<file path="config.mk">
export PLATFORM = sky130hd
export DESIGN_NAME = swd_ctrl
export DESIGN_NICKNAME = d
export VERILOG_FILES = /design/src/hw/rtl/swd_pkg.sv /design/src/hw/rtl/swd_ctrl.sv
export SDC_FILE = /design/constraint.sdc
export NUM_CORES = 1
export LEC_CHECK = 0
export BUFFER_PORTS_ARGS = -buffer_cell sky130_fd_sc_hd__buf_2
export CAP_MARGIN = 10
export CORE_UTILIZATION = 52
export DETAILED_ROUTE_END_ITERATION = 6
export GPL_ROUTABILITY_DRIVEN = 1
export HOLD_SLACK_MARGIN = 0.12
export PLACE_DENSITY = 0.84
export SLEW_MARGIN = 20
export SYNTH_ARGS = -nofsm -noshare
export SYNTH_HDL_FRONTEND = slang
export SYNTH_SLANG_ARGS = --single-unit
</file>
<file path="constraint.sdc">
create_clock -name clk -period 2.2 [get_ports clk]
set_input_delay 0.44 -clock clk [delete_from_list [all_inputs] [get_ports clk]]
set_output_delay 0.44 -clock clk [all_outputs]
set_load 0.005 [all_outputs]
</file>
<file path="src/hw/rtl/swd_pkg.sv">
// shared types and constants for the sliding window deviation block
// no dependencies; imported by the controller, datapath and top level
`default_nettype none

package swd_pkg;

    // field and state widths
    localparam int SAMPLE_W  = 12;
    localparam int VALUE_W   = 16;
    localparam int INDEX_W   = 12;
    localparam int LEN_W     = 8;
    localparam int SUM_W     = 20;
    localparam int SQ_SUM_W  = 32;
    localparam int SQ_W      = 24;
    localparam int MULB_W    = 21;
    localparam int ROOT_REM_W = 18;

    // port packing
    localparam int S_TDATA_W = 16;
    localparam int M_TDATA_W = 32;

    // window length after reset
    localparam logic [LEN_W-1:0] LEN_RESET = 8'd8;

    // last iteration index of the divider and the square root
    localparam int CNT_W      = 5;
    localparam logic [CNT_W-1:0] DIV_LAST  = 5'd19;
    localparam logic [CNT_W-1:0] ROOT_LAST = 5'd15;

    // controller states
    typedef enum logic [3:0] {
        ST_IDLE,
        ST_LOAD,
        ST_UPD_SQ,
        ST_UPD_ACC,
        ST_SW_RD,
        ST_SW_SQ,
        ST_SW_ACC,
        ST_PREP,
        ST_DIV,
        ST_MUL,
        ST_SUB,
        ST_ROOT,
        ST_OUT
    } swd_state_t;

    // commands from controller to datapath
    typedef struct packed {
        logic capture;
        logic load;
        logic upd_sq;
        logic upd_acc;
        logic sw_rd;
        logic sw_sq;
        logic sw_acc;
        logic prep;
        logic div_step;
        logic mul_dev;
        logic sub;
        logic root_step;
        logic out_load;
    } swd_cmd_t;

    // status from datapath to controller
    typedef struct packed {
        logic resync;
        logic need_dev;
        logic sweep_last;
        logic out_full;
    } swd_status_t;

endpackage

`default_nettype wire

</file>
<file path="src/hw/rtl/swd_ctrl.sv">
// sequencing state machine of the sliding window deviation block
// depends on swd_pkg; drives the datapath through swd_cmd_t
`default_nettype none

module swd_ctrl (
    input  wire                  clk,
    input  wire                  rst_n,
    input  wire                  s_tvalid,
    output logic                 s_tready,
    input  wire                  m_tready,
    input  swd_pkg::swd_status_t status,
    output swd_pkg::swd_cmd_t    cmd
);
    import swd_pkg::*;

    swd_state_t       state_reg;
    swd_state_t       state_next;
    logic [CNT_W-1:0] cnt_reg;
    logic [CNT_W-1:0] cnt_next;
    logic             out_free;

    assign out_free = !status.out_full || m_tready;

    // state and step counter
    always_ff @(posedge clk or negedge rst_n)
    begin
        if (!rst_n)
        begin
            state_reg <= ST_IDLE;
            cnt_reg   <= '0;
        end
        else
        begin
            state_reg <= state_next;
            cnt_reg   <= cnt_next;
        end
    end

    // next state
    always_comb
    begin
        state_next = state_reg;
        cnt_next   = cnt_reg;
        unique case (state_reg)
            ST_IDLE:
            begin
                if (s_tvalid)
                    state_next = ST_LOAD;
            end
            ST_LOAD:
            begin
                state_next = status.resync ? ST_SW_RD : ST_UPD_SQ;
            end
            ST_UPD_SQ:
            begin
                state_next = ST_UPD_ACC;
            end
            ST_UPD_ACC:
            begin
                state_next = status.need_dev ? ST_PREP : ST_OUT;
            end
            ST_SW_RD:
            begin
                state_next = ST_SW_SQ;
            end
            ST_SW_SQ:
            begin
                state_next = ST_SW_ACC;
            end
            ST_SW_ACC:
            begin
                if (!status.sweep_last)
                    state_next = ST_SW_RD;
                else
                    state_next = status.need_dev ? ST_PREP : ST_OUT;
            end
            ST_PREP:
            begin
                state_next = ST_DIV;
                cnt_next   = '0;
            end
            ST_DIV:
            begin
                cnt_next = cnt_reg + 1'b1;
                if (cnt_reg == DIV_LAST)
                    state_next = ST_MUL;
            end
            ST_MUL:
            begin
                state_next = ST_SUB;
            end
            ST_SUB:
            begin
                state_next = ST_ROOT;
                cnt_next   = '0;
            end
            ST_ROOT:
            begin
                cnt_next = cnt_reg + 1'b1;
                if (cnt_reg == ROOT_LAST)
                    state_next = ST_OUT;
            end
            ST_OUT:
            begin
                if (out_free)
                    state_next = ST_IDLE;
            end
            default:
            begin
                state_next = ST_IDLE;
            end
        endcase
    end

    // command outputs
    always_comb
    begin
        cmd      = '0;
        s_tready = 1'b0;
        unique case (state_reg)
            ST_IDLE:
            begin
                s_tready    = 1'b1;
                cmd.capture = s_tvalid;
            end
            ST_LOAD:    cmd.load      = 1'b1;
            ST_UPD_SQ:  cmd.upd_sq    = 1'b1;
            ST_UPD_ACC: cmd.upd_acc   = 1'b1;
            ST_SW_RD:   cmd.sw_rd     = 1'b1;
            ST_SW_SQ:   cmd.sw_sq     = 1'b1;
            ST_SW_ACC:  cmd.sw_acc    = 1'b1;
            ST_PREP:    cmd.prep      = 1'b1;
            ST_DIV:     cmd.div_step  = 1'b1;
            ST_MUL:     cmd.mul_dev   = 1'b1;
            ST_SUB:     cmd.sub       = 1'b1;
            ST_ROOT:    cmd.root_step = 1'b1;
            ST_OUT:     cmd.out_load  = out_free;
            default:    cmd           = '0;
        endcase
    end

endmodule

`default_nettype wire

</file>
==> metrics.txt, run 1 <==
run status=completed; Total Nets Final=137; Max clock buf depth=2; DRT iter0 DRCs=26; number of non-filler instances in the completed layout=142; antenna diode count=0; Total GRT Usage=25.3%; row cnt=14; startpoint-to-endpoint class of the critical path=flop to output port; nets in the synthesized netlist=116; met1 Track Usage GR=33.4%; final-layout fill cell count=133; final critical-path share of the clock period=94.9%; most frequent standard cell in the layout excluding fill and tap cells=buf_2; maximum clock frequency=479 MHz; worst supply voltage drop on vdd=0.000888 V; number of sinks on the clock net=9; leakage power summed over all cells=0.472 nW; final design utilization=65.7%; Area contributors post-synth=dfrtp_1 (26%), nor4_4 (4.8%), nand2_1 (4.7%); number of synthesized flops with an enable pin=0; setup repair after global routing missed its margin=false; number of global-route vias before repair=761; Post-synth ARST share=100%; Critical Path Sink=cmd[4]; mean post-synth cell area=8.30 µm²; pwr dens=1390 nW/µm²; class of the most critical hold timing path=primary input to flop; GR met3 Demand/Resource=5.53%; DIE AREA=1860 µm²; maximum level of the CTS H-tree=1; CTS root buffer=clkbuf_4; CP Data Required Time=1760 ps; drt via density=6.22; Synth Instances=106; worst-margin pin slew=513 ps; Cells after DPL=137; Synth Flop Type=dfrtp_1; Port Buffers=21; core footprint=1540 µm²; post-CTS setup buffer count=0; number of DRC violations after detailed routing=0; peak-usage layer in the global routing report=met2; number of setup violations in the final report=0; CTS tree=done; startpoint type of the worst setup path=flop; Setup crit end kind=output port; netlist area before placement=880 µm²; total I/O pin count=22; number of buffers created by CTS=3; height of the chip=43.1 µm; starting density of the core=57.1%; number of synthesized register bits=9; GRT met2 Usage=40.3%; Synth area leader=dfrtp_1; cts repair resizes=0; global placement routability congestion=0.851; Area growth syn-to-layout=15.1%; launch instance of the worst register-to-register path=cnt_reg[0]; sequential cell area fraction in the yosys report=25.6%; slack of the worst reg-to-reg path=360 ps; reg-to-reg critical path endpoint=state_reg[0]; post-detail-place hpwl=1500 µm; number of antenna violations at the first check in global routing=0; max FFs per register=5; later-pin clock latency in the skew report=270 ps; total via count in the routed design=883; share of cells above drive strength 1=28.6%; fraction of post-synthesis cell area in the top cell type by area=25.6%; Layout Skew=2.70 ps; overall routed net length=2080 µm; Fin Setup TNS=0 ps; clock-pin slew on the worst setup and hold paths=60 ps; R2R cell count=6; wire length of the first global-routing pass=3530 µm; min cycle time layout=2090 ps; maximum fanout encountered on the critical timing path=13; Netlist cell types=44; Slew HR=65.8%; most used cells in the layout excluding fill and tap cells=buf_2 (21), nand2_1 (11), nor2_1 (10), dfrtp_1 (9), nor3_1 (5); remaining antenna violation count after routing=0; final max-slew violation count=0; Yosys warning total=0; Max Cap Violations=0; detailed-route wire length per cell=14.7 µm; width of the chip=43.1 µm; hold violation total from the final report=0; post-layout power=0.00141 W; number of search-and-repair iterations in the first detailed-routing pass=4; worst setup path start=state_reg[3]; Data arrival, critical path=1650 ps; maximum number of pins on one net before global-route repair=24; GR Overflow Total=0
[per-stage QoR]
step | setup WS, ps | hold WS (ps) | area [µm²]
2_1_floorplan | 536 | 144 | 880
3_3_place_gp | 400 | 308 | 976
3_5_place_dp | 390 | 310 | 976
4_1_cts | 140 | 510 | 1010
5_1_grt | 18.6 | 525 | 1010
6_report | 113 | 513 | 1010
[where the power goes]
group          switching [W]  total (W)  leakage, nW  internal [W]
Combinational       0.000456   0.000866        0.344      0.000410
Sequential          0.000173   0.000407        0.113      0.000234
Clock              0.0000650   0.000135       0.0150     0.0000703
Total               0.000694    0.00141        0.472      0.000715
[critical path: stages, from the launching register on]
cell and delay (ps):
dfrtp_1 600, nand2b_1 360, nor3_1 260, buf_2 150
[cell usage after synthesis (3+ instances only)]
library cell / instances
nand2b_1: 4
a21o_1: 4
a21oi_1: 4
a22oi_1: 3
inv_1: 3
mux2i_1: 3
dfrtp_1: 9
o221ai_1: 4
nor2_1: 10
nor3_1: 5
buf_2: 5
nand2_1: 11
[cells by family (layout without fill, tap and decap cells)]
| kind of cell | after synthesis | in the layout | synth area share (%) |
|---|---|---|---|
| AOI/OAI and AO/OA | 28 | 28 | 23.3 |
| buffers and inverters | 14 | 34 | 8.39 |
| muxes | 3 | 3 | 3.41 |
| and+or+nand+nor | 48 | 48 | 34.1 |
| adders and majority gates | 4 | 4 | 5.12 |
| DFF | 9 | 9 | 25.6 |
[final cells by class]
cell class	instances	area, µm²	area share [%]
clock buffer	4	26.3	2.60
inverter	4	15.0	1.48
multi-input combinational	83	581	57.4
sequential	9	225	22.2
tap	16	20.0	1.98
timing repair buffer	26	145	14.3
[worst min path at each step]
stage | cells after the start | slack (ps) | start | to
floorplan | 0 | 140 | rst_n | cnt_reg[0]
global placement | 1 | 310 | rst_n | state_reg[3]
detailed placement | 1 | 310 | rst_n | state_reg[2]
CTS | 3 | 510 | m_tready | state_reg[2]
global route | 3 | 530 | m_tready | state_reg[2]
finish | 3 | 510 | m_tready | state_reg[2]
[routing by layer]
layer | part of all wire, % | routed length, µm
met5 | 0 | 0
met4 | 1.2 | 24
met3 | 4.8 | 100
met2 | 46 | 952
met1 | 48 | 1000
[repair_timing]
item	CTS	global route
setup endpoints to repair	0	0
endpoints found under the hold margin	9	0
hold buffers	1	0
No activity file was read; power rests on OpenSTA's default activity.
==> run 2: changes to the inputs <==
--- a/config.mk
+++ b/config.mk
@@ -5,13 +5,15 @@
 export SDC_FILE = /design/constraint.sdc
 export NUM_CORES = 1
 export LEC_CHECK = 0
-export BUFFER_PORTS_ARGS = -buffer_cell sky130_fd_sc_hd__buf_2
+export ABC_CLOCK_PERIOD_IN_PS = 2200
 export CAP_MARGIN = 10
-export CORE_UTILIZATION = 52
+export CORE_MARGIN = 2
+export CORE_UTILIZATION = 60
 export DETAILED_ROUTE_END_ITERATION = 6
+export DONT_BUFFER_PORTS = 1
 export GPL_ROUTABILITY_DRIVEN = 1
 export HOLD_SLACK_MARGIN = 0.12
-export PLACE_DENSITY = 0.84
+export PLACE_DENSITY = 0.82
 export SLEW_MARGIN = 20
 export SYNTH_ARGS = -nofsm -noshare
 export SYNTH_HDL_FRONTEND = slang
==> metrics.txt, run 2 (synthesized netlist as in run 1, its figures left out) <==
cell-by-cell trace of the critical path=nand2_1 -> nor3_1; final critical-path share of the clock period=87.1%; most frequent standard cell in the layout excluding fill and tap cells=nand2_1; Area growth syn-to-layout=2.99%; worst supply voltage drop on vdd=0.000898 V; startpoint type of the worst setup path=flop; Layout Skew=2.53 ps; CP Data Required Time=1760 ps; Setup crit end kind=output port; Total Nets Final=116; number of buffers created by CTS=3; height of the chip=42.3 µm; Total GRT Usage=25.3%; wire length of the first global-routing pass=3430 µm; kind of cell adding the most delay to the critical path=flip-flops; post-CTS setup buffer count=0; hold violation total from the final report=0; worst setup slack after placement=362 ps; detailed-route wire length per cell=16.3 µm; global placement routability congestion=0.819; Max Cap Violations=0; Max clock buf depth=2; later-pin clock latency in the skew report=270 ps; maximum clock frequency=522 MHz; post-detail-place hpwl=1400 µm; logic depth of the worst setup path including buffers=2; CTS root buffer=clkbuf_4; number of sinks on the clock net=9; starting density of the core=65.9%; Fin Setup TNS=0 ps; final max-slew violation count=0; share of cells above drive strength 1=14.3%; post-layout power=0.00134 W; run status=completed; number of setup violations in the final report=0; leakage power summed over all cells=0.369 nW; DIE AREA=1790 µm²; slack of the worst reg-to-reg path=340 ps; post-route setup slack=283 ps; total via count in the routed design=805; total I/O pin count=22; class of the most critical hold timing path=primary input to flop; core footprint=1330 µm²; CTS tree=done; number of non-filler instances in the completed layout=120; width of the chip=42.3 µm; cts repair resizes=0; worst hold slack=396 ps; number of global-route vias before repair=760; Port Buffers=0; setup repair after global routing missed its margin=false; most used cells in the layout excluding fill and tap cells=nand2_1 (11), nor2_1 (10), dfrtp_1 (9), nor3_1 (5); row cnt=13; min cycle time layout=1920 ps; Slew HR=70.0%; clock-pin slew on the worst setup and hold paths=60 ps; worst-margin pin slew=450 ps; hold buffer count at CTS=1; overall routed net length=1950 µm; Critical Path Max Stage Delay=610 ps; number of DRC violations after detailed routing=0; maximum number of pins on one net before global-route repair=21; critical-path cell with the highest stage delay=dfrtp_1; max FFs per register=5; buffer and inverter count on the worst path=0; maximum fanout encountered on the critical timing path=14; number of search-and-repair iterations in the first detailed-routing pass=4; Data arrival, critical path=1480 ps; GR Overflow Total=0; DRT iter0 DRCs=32; R2R cell count=6; maximum level of the CTS H-tree=1; remaining antenna violation count after routing=0; final-layout fill cell count=120; antenna diode count=0; pwr dens=1480 nW/µm²; Hold Crit Depth=2; drt via density=6.71; number of antenna violations at the first check in global routing=0; Cells after DPL=115; startpoint-to-endpoint class of the critical path=flop to output port
## run 2: cell types whose count changed in the layout (fill, tap and decap cells not counted), sizes merged
cell | before | now
buf | 25 | 4
## run 2: area by class of cell
class	instances	area [µm²]	area share, %
multi-input cells	83	581	64.1
inverters	4	15.0	1.66
clock buffers	4	26.3	2.90
repair buffers	5	40.0	4.42
well taps	15	18.8	2.07
flip-flops and latches	9	225	24.9
## run 2: final timing paths
check | startpoint | end
worst min-delay path | m_tready | state_reg[2]
max in group asynchronous | rst_n | state_reg[1]
worst min register to register | cnt_reg[4] | cnt_reg[4]
worst max-delay path | state_reg[0] | cmd[9]
min in group asynchronous | rst_n | cnt_reg[2]
worst max register to register | cnt_reg[0] | state_reg[3]
## run 2: where the power goes
group / switching (W) / leakage, nW / internal, W
registers: 0.000136 / 0.113 / 0.000235
logic: 0.000470 / 0.241 / 0.000366
clock network: 0.0000651 / 0.0150 / 0.0000703
total: 0.000671 / 0.369 / 0.000672
## run 2: layer usage
metal / routed length (µm) / GRT usage [%] / up-vias
met2: 897 / 38.8 / 43
met1: 878 / 34.7 / 368
li1: - / - / 390
met4: 25 / 11.3 / 0
met5: 0 / 0 / -
met3: 150 / 4.31 / 4
## run 2: metrics by stage
step / utilization (%) / cell area [µm²]
CTS: 67.9 / 906
detailed placement: 65.2 / 870
global route: 67.9 / 906
global placement: 65.2 / 870
floorplan: - / 880
finish: 67.9 / 906
==> run 3: changes to the inputs <==
--- a/config.mk
+++ b/config.mk
@@ -5,7 +5,7 @@
 export SDC_FILE = /design/constraint.sdc
 export NUM_CORES = 1
 export LEC_CHECK = 0
-export ABC_CLOCK_PERIOD_IN_PS = 2200
+export ABC_CLOCK_PERIOD_IN_PS = 2430
 export CAP_MARGIN = 10
 export CORE_MARGIN = 2
 export CORE_UTILIZATION = 60
==> constraint.sdc (replaced) <==
create_clock -name clk -period 2.43 [get_ports clk]
set_input_delay 0.486 -clock clk [delete_from_list [all_inputs] [get_ports clk]]
set_output_delay 0.486 -clock clk [all_outputs]
set_load 0.005 [all_outputs]
==> metrics.txt, run 3 (synthesized netlist as in run 1, its figures left out) <==
run status=completed; height of the chip=42.3 µm; launch instance of the worst register-to-register path=cnt_reg[0]; final critical-path share of the clock period=84.8%; startpoint type of the worst setup path=flop; post-detail-place hpwl=1460 µm; leakage power summed over all cells=0.372 nW; Hold Crit Depth=2; hold buffer count at CTS=1; DIE AREA=1790 µm²; number of search-and-repair iterations in the first detailed-routing pass=4; worst setup slack after placement=648 ps; Max clock buf depth=2; Max Cap Violations=0; number of global-route vias before repair=744; class of the most critical hold timing path=primary input to flop; reg-to-reg critical path endpoint=state_reg[0]; max FFs per register=5; total via count in the routed design=834; setup repair after global routing missed its margin=false; wire length of the first global-routing pass=3460 µm; number of antenna violations at the first check in global routing=0; Slew HR=68.4%; number of sinks on the clock net=9; hold path startpoint=m_tready; number of DRC violations after detailed routing=0; total I/O pin count=22; slack of the worst reg-to-reg path=630 ps; drt via density=6.95; maximum clock frequency=485 MHz; Layout Skew=4.57 ps; overall routed net length=1980 µm; Setup crit end kind=output port; Total Nets Final=116; number of buffers created by CTS=3; post-route setup slack=369 ps; min cycle time layout=2060 ps; Cells after DPL=115; clock-pin slew on the worst setup and hold paths=70 ps; Total GRT Usage=25.2%; core footprint=1330 µm²; worst supply voltage drop on vdd=0.000744 V; startpoint-to-endpoint class of the critical path=flop to output port; CP Data Required Time=1940 ps; Fin Setup TNS=0 ps; maximum fanout encountered on the critical timing path=14; width of the chip=42.3 µm; Port Buffers=0; hold endpoint=state_reg[2]; CTS root buffer=clkbuf_4; R2R cell count=6; GR Overflow Total=0; hold violation total from the final report=0; final max-slew violation count=0; Area growth syn-to-layout=3.13%; remaining antenna violation count after routing=0; maximum number of pins on one net before global-route repair=15; most used cells in the layout excluding fill and tap cells=nand2_1 (11), nor2_1 (10), dfrtp_1 (9), nor3_1 (5); CTS tree=done; pwr dens=1340 nW/µm²; cts repair resizes=0; number of setup violations in the final report=0; worst-margin pin slew=474 ps; number of non-filler instances in the completed layout=120; starting density of the core=65.9%; maximum level of the CTS H-tree=1; post-CTS setup buffer count=0; post-route cell area=907 µm²; share of cells above drive strength 1=15.2%; DRT iter0 DRCs=44; row cnt=13; detailed-route wire length per cell=16.5 µm; DP Area=870 µm²; antenna diode count=0; global placement routability congestion=0.876; most frequent standard cell in the layout excluding fill and tap cells=nand2_1; later-pin clock latency in the skew report=260 ps; Data arrival, critical path=1570 ps
run 3: worst max path at each step:
stage	from	to	cells past startpoint	slack, ps
finish	state_reg[2]	cmd[4]	2	370
global route	state_reg[2]	cmd[4]	2	280
CTS	state_reg[2]	cmd[4]	2	390
detailed placement	cnt_reg[0]	state_reg[0]	6	650
global placement	cnt_reg[0]	cnt_reg[4]	7	680
floorplan	cnt_reg[0]	state_reg[0]	6	770
run 3: through the flow:
stage                     total power (W)  hold WS (ps)  utilization, %
after floorplan                  0.000977           190               -
after global routing              0.00132           454            68.0
after detailed placement          0.00108           191            65.2
after global placement            0.00107           191            65.2
final                             0.00121           462            68.0
after CTS                         0.00121           460            68.0
run 3: area by class of cell:
type                    instances  area [µm²]
inverters                       4        15.0
repair buffers                  5        40.0
clock buffers                   3        22.5
fillers                       116         427
flip-flops and latches          9         225
well taps                      15        18.8
clock inverters                 1        5.00
multi-input cells              83         581
run 3: worst max-delay path: stages, from the launching register on:
cell and delay (ps):
dfrtp_1 530, nand2b_1 420, nor3_1 360
run 3: power by group:
part / leakage, nW / internal, W / switching (W) / total (W)
registers: 0.113 / 0.000212 / 0.000166 / 0.000378
clock network: 0.0177 / 0.0000608 / 0.0000557 / 0.000116
logic: 0.241 / 0.000333 / 0.000385 / 0.000718
run 3: per-layer routing:
layer / routed length [µm] / track usage, % / vias up
met3: 139 / 1.72 / 6
met5: 0 / 0 / -
met4: 67 / 15.6 / 0
met1: 870 / 35.3 / 391
met2: 906 / 37.2 / 46
li1: - / - / 391
